## config.mk

```make
export PLATFORM = sky130hd
export DESIGN_NAME = mar_ctrl
export DESIGN_NICKNAME = d
export VERILOG_FILES = /design/src/design/mar_pkg.sv /design/src/design/mar_ctrl.sv
export SDC_FILE = /design/constraint.sdc
export NUM_CORES = 1
export LEC_CHECK = 0
export ABC_AREA = 0
export BUFFER_PORTS_ARGS = -buffer_cell sky130_fd_sc_hd__buf_2
export CAP_MARGIN = 40
export CORE_AREA = 2 2 39 41
export DETAILED_ROUTE_END_ITERATION = 10
export DIE_AREA = 0 0 41 43
export PLACE_DENSITY = 0.55
export SLEW_MARGIN = 15
export SYNTH_ARGS = -nofsm -noshare
export SYNTH_HDL_FRONTEND = slang
export SYNTH_SLANG_ARGS = --single-unit
```

## constraint.sdc

```tcl
create_clock -name clk_i -period 1.59 [get_ports clk_i]
set_input_delay 0.318 -clock clk_i [delete_from_list [all_inputs] [get_ports clk_i]]
set_output_delay 0.318 -clock clk_i [all_outputs]
set_load 0.03 [all_outputs]
```

## src/design/mar_pkg.sv

```systemverilog
// Shared constants and controller/datapath interface types of the rectangle block.
// No dependencies.
package mar_pkg;

  localparam int unsigned MAX_COLS_DEF = 256;
  localparam int unsigned MAX_ROWS_DEF = 256;
  localparam int unsigned ROW_WIDTH_W  = 9;
  localparam int unsigned AREA_W       = 17;
  localparam logic [ROW_WIDTH_W-1:0] ROW_WIDTH_RST = ROW_WIDTH_W'(256);

  typedef struct packed {
    logic accept;
    logic update;
    logic read_top;
    logic pop;
    logic measure;
    logic push;
    logic emit;
    logic clear;
  } mar_cmd_t;

  typedef struct packed {
    logic stack_empty;
    logic drain;
    logic pop_cond;
    logic row_ends;
    logic last;
    logic out_busy;
    logic clear_done;
  } mar_sts_t;

endpackage

```

## src/design/mar_ctrl.sv

```systemverilog
// Sequencer of the rectangle block: steps the datapath through update, stack scan,
// drain, result and clearing pass. Depends on mar_pkg.
module mar_ctrl (
  input  logic               clk_i,
  input  logic               rst_ni,
  input  logic               in_valid_i,
  output logic               in_stall_o,
  input  mar_pkg::mar_sts_t  sts_i,
  output mar_pkg::mar_cmd_t  cmd_o
);

  import mar_pkg::*;

  localparam logic [2:0] StIdle  = 3'd0;
  localparam logic [2:0] StUpd   = 3'd1;
  localparam logic [2:0] StCmpRd = 3'd2;
  localparam logic [2:0] StCmp   = 3'd3;
  localparam logic [2:0] StPop   = 3'd4;
  localparam logic [2:0] StPush  = 3'd5;
  localparam logic [2:0] StOut   = 3'd6;
  localparam logic [2:0] StClr   = 3'd7;

  logic [2:0] state_q, state_d;

  assign in_stall_o = (state_q != StIdle);

  always_comb begin
    state_d = state_q;
    cmd_o   = '0;
    case (state_q)
      StIdle: begin
        if (in_valid_i) begin
          cmd_o.accept = 1'b1;
          state_d      = StUpd;
        end
      end
      StUpd: begin
        cmd_o.update = 1'b1;
        state_d      = StCmpRd;
      end
      StCmpRd: begin
        if (!sts_i.stack_empty) begin
          cmd_o.read_top = 1'b1;
          state_d        = StCmp;
        end else if (!sts_i.drain) begin
          state_d = StPush;
        end else if (sts_i.last) begin
          state_d = StOut;
        end else begin
          state_d = StIdle;
        end
      end
      StCmp: begin
        if (sts_i.pop_cond) begin
          cmd_o.pop = 1'b1;
          state_d   = StPop;
        end else begin
          state_d = StPush;
        end
      end
      StPop: begin
        cmd_o.measure = 1'b1;
        state_d       = StCmpRd;
      end
      StPush: begin
        cmd_o.push = 1'b1;
        state_d    = sts_i.row_ends ? StCmpRd : StIdle;
      end
      StOut: begin
        if (!sts_i.out_busy) begin
          cmd_o.emit = 1'b1;
          state_d    = StClr;
        end
      end
      StClr: begin
        cmd_o.clear = 1'b1;
        if (sts_i.clear_done) begin
          state_d = StIdle;
        end
      end
      default: begin
        state_d = StIdle;
      end
    endcase
  end

  always_ff @(posedge clk_i or negedge rst_ni) begin
    if (!rst_ni) begin
      state_q <= StClr;
    end else begin
      state_q <= state_d;
    end
  end

endmodule

```

==> results.cfg <==
[logic_synthesis]
synth_cell_types = 25
synthTopCellsByCount = dfstp_2, nand2_1, nor2_1, o21ai_0
synth.area.mux_share_pct = 3.91
synth.avg_cell_area_um2 = 7.57
synth_cells = 38
synth_seq_area_share_pct = 27.4
synth_top_family_by_area = simple AND/OR/NAND/NOR gates
synth_ff_type = dfstp_2
ys_seq_elements = 3
yosysTopAreaCellShare_pct = 27.4
yosys.area_share.simple_pct = 40.4
async_reset_ff_share_pct = 100
synth_enable_flop_cells = 0
yosys_warnings = 0
synth_area_leaders = dfstp_2, o21ai_0, nor3b_1
post_synth_xor_area_fraction_pct = 0
postSynthNetCount = 48
netlist_area_um2 = 288
synthAdderAreaFrac_pct = 0
yosysTopAreaCell = dfstp_2
synth-compound-area-share_pct = 19.1

[timing]
maxSlewViolCount = 0
fmax_ghz = 0.626
slew_headroom_pct = 87.2
fin_crit_sh_pct = 100
holdWs_ps = 39.4
tns_ps = -7.74
clock_skew_ps = 3.11
hold_viol_final = 0
fin_ws_ps = -7.74
worst_pin_slew_ps = 192
rsz0062_at_grt = true
layout_min_cycle_time_ps = 1600
final-setup-viol-count = 1

[placement]
hpwl_um = 603
portBuffers = 18
place.gp.congestion = 0.739

[routing]
wl_per_cell_um = 11.2
wl_met2_um = 455
routed_wl_um = 895
post_drt_via_cell_ratio = 4.74
remaining_drc_errors = 0
dr_wl_met3_um = 74
num_vias = 379
wl_met1_um = 345
highest_layer = met4
ant_nets = 0
first_pass_iters = 4
drt_iter0_drc = 4

[floorplanning]
start_util_pct = 20.8
dieArea_um2 = 1760
die_h_um = 43
row_count = 14
fp.dieW_um = 41
ioPinCount = 19
core_area_um2 = 1380

[cts]
hold_buffers = 0
cts.sinks = 3
clockBufferDepth = 2
cts_max_level = 1
clk_pin_slew_ps = 40
cts_inserted_buffers = 3
clockRootBuffer = clkbuf_4
cts_tree = done
clk_latency_ps = 240

[pwr]
leakage_nw = 0.265
peakVddDrop_mv = 0.595
powerDensity_nw_per_um2 = 2130
total_power_w = 0.00115

[critical_path]
endpoint_kind = output port
rr_startpoint = state_q[0]$_DFFE_PN1P_
criticalPathCategory = reg2out
worstPathArrival_ps = 1280
start_kind = flip-flop
cp.required_ps = 1270
crit_fanout = 7
startpoint = state_q[1]$_DFFE_PN1P_

[layout]
top_regs = state_q (3)
fin_nets = 75
area_growth_pct = 88.3
drive_above_1_share_pct = 60.9
antenna_cells = 0
fillCellCount = 152
ff_latch_area_um2 = 78.8
largest_register_ffs = 3
top_register = state_q
multi_input_area_um2 = 223

[run]
cap_viol_max_count = 0

[global_routing]
grt_pass1_vias = 323
grt_max_degree = 12
antenna_found_initial = 0
overflow = 0
grtUsageTotal_pct = 12.2
grt_first_pass_wirelength_mm = 1.30

[hold_path]
hold_class = in2async

[status]
violations = setup timing
status = complete, but fails checks
metal layers:
layer,vias to the layer above,GRT usage (%)
met4,0,16.0
met1,174,12.6
met5,-,0
met2,16,15.9
met3,2,3.66
li1,187,-
power by group:
part / leakage [nW] / internal [W] / switching, W
logic: 0.219 / 0.000397 / 0.000386
clock network: 0.0150 / 0.0000942 / 0.0000422
registers: 0.0315 / 0.000151 / 0.0000830
cells by family (layout without fill, tap and decap cells):
group | after synthesis | in the layout
multiplexers | 1 | 1
buffers and inverters | 6 | 32
AND/OR/NAND/NOR | 19 | 19
AO/OA/AOI/OAI | 9 | 9
flip-flops | 3 | 3
what timing repair did:
item	CTS	global route
endpoints found under the setup margin	7	10
pin swaps	1	1
setup buffers	4	1
endpoints found under the hold margin	0	0
gates resized for setup	9	10
final timing paths:
path,depth (start not counted),slack [ps],to
worst max-delay path,3,-8,cmd_o[7]
worst min-delay path,1,40,state_q[2]$_DFFE_PN1P_
worst max register to register,5,50,state_q[0]$_DFFE_PN1P_
worst min register to register,3,630,state_q[2]$_DFFE_PN1P_
max in group asynchronous,1,1530,state_q[1]$_DFFE_PN1P_
min in group clk_i,4,350,state_q[2]$_DFFE_PN1P_
worst max-delay path, cell delays in order, from the launching register on:
cell	delay, ps
dfstp_2	390
or3_4	430
nor2_4	100
buf_6	130
cells in the final DEF, fill, tap and decap left out, types with 2 or more instances in the layout:
cell type	Yosys	layout
dfstp_2	3	3
clkbuf_4	0	3
buf_4	0	10
buf_2	2	11
nand3_1	2	2
a21oi_1	2	2
buf_6	0	5
nor2_1	3	2
nand2_1	3	3
inv_1	2	2
o21ai_0	3	3
metrics by stage:
stage	instances	setup WS, ps	utilization, %	instance area (um^2)
final	80	-7.74	39.2	542
after global routing	80	-54.9	39.2	542
after CTS	79	-34.2	37.1	513
after detailed placement	71	112	30.8	427
after global placement	71	104	30.8	427
after floorplan	38	-55.1	-	313
layout make-up:
class	count	share of cell area, %
clock buffers	4	4.85
well taps	16	3.70
flip-flops and latches	3	14.5
multi-input cells	29	41.1
inverters	2	1.39
repair buffers	26	34.4
Note: power is estimated with default switching activity, not from simulation.
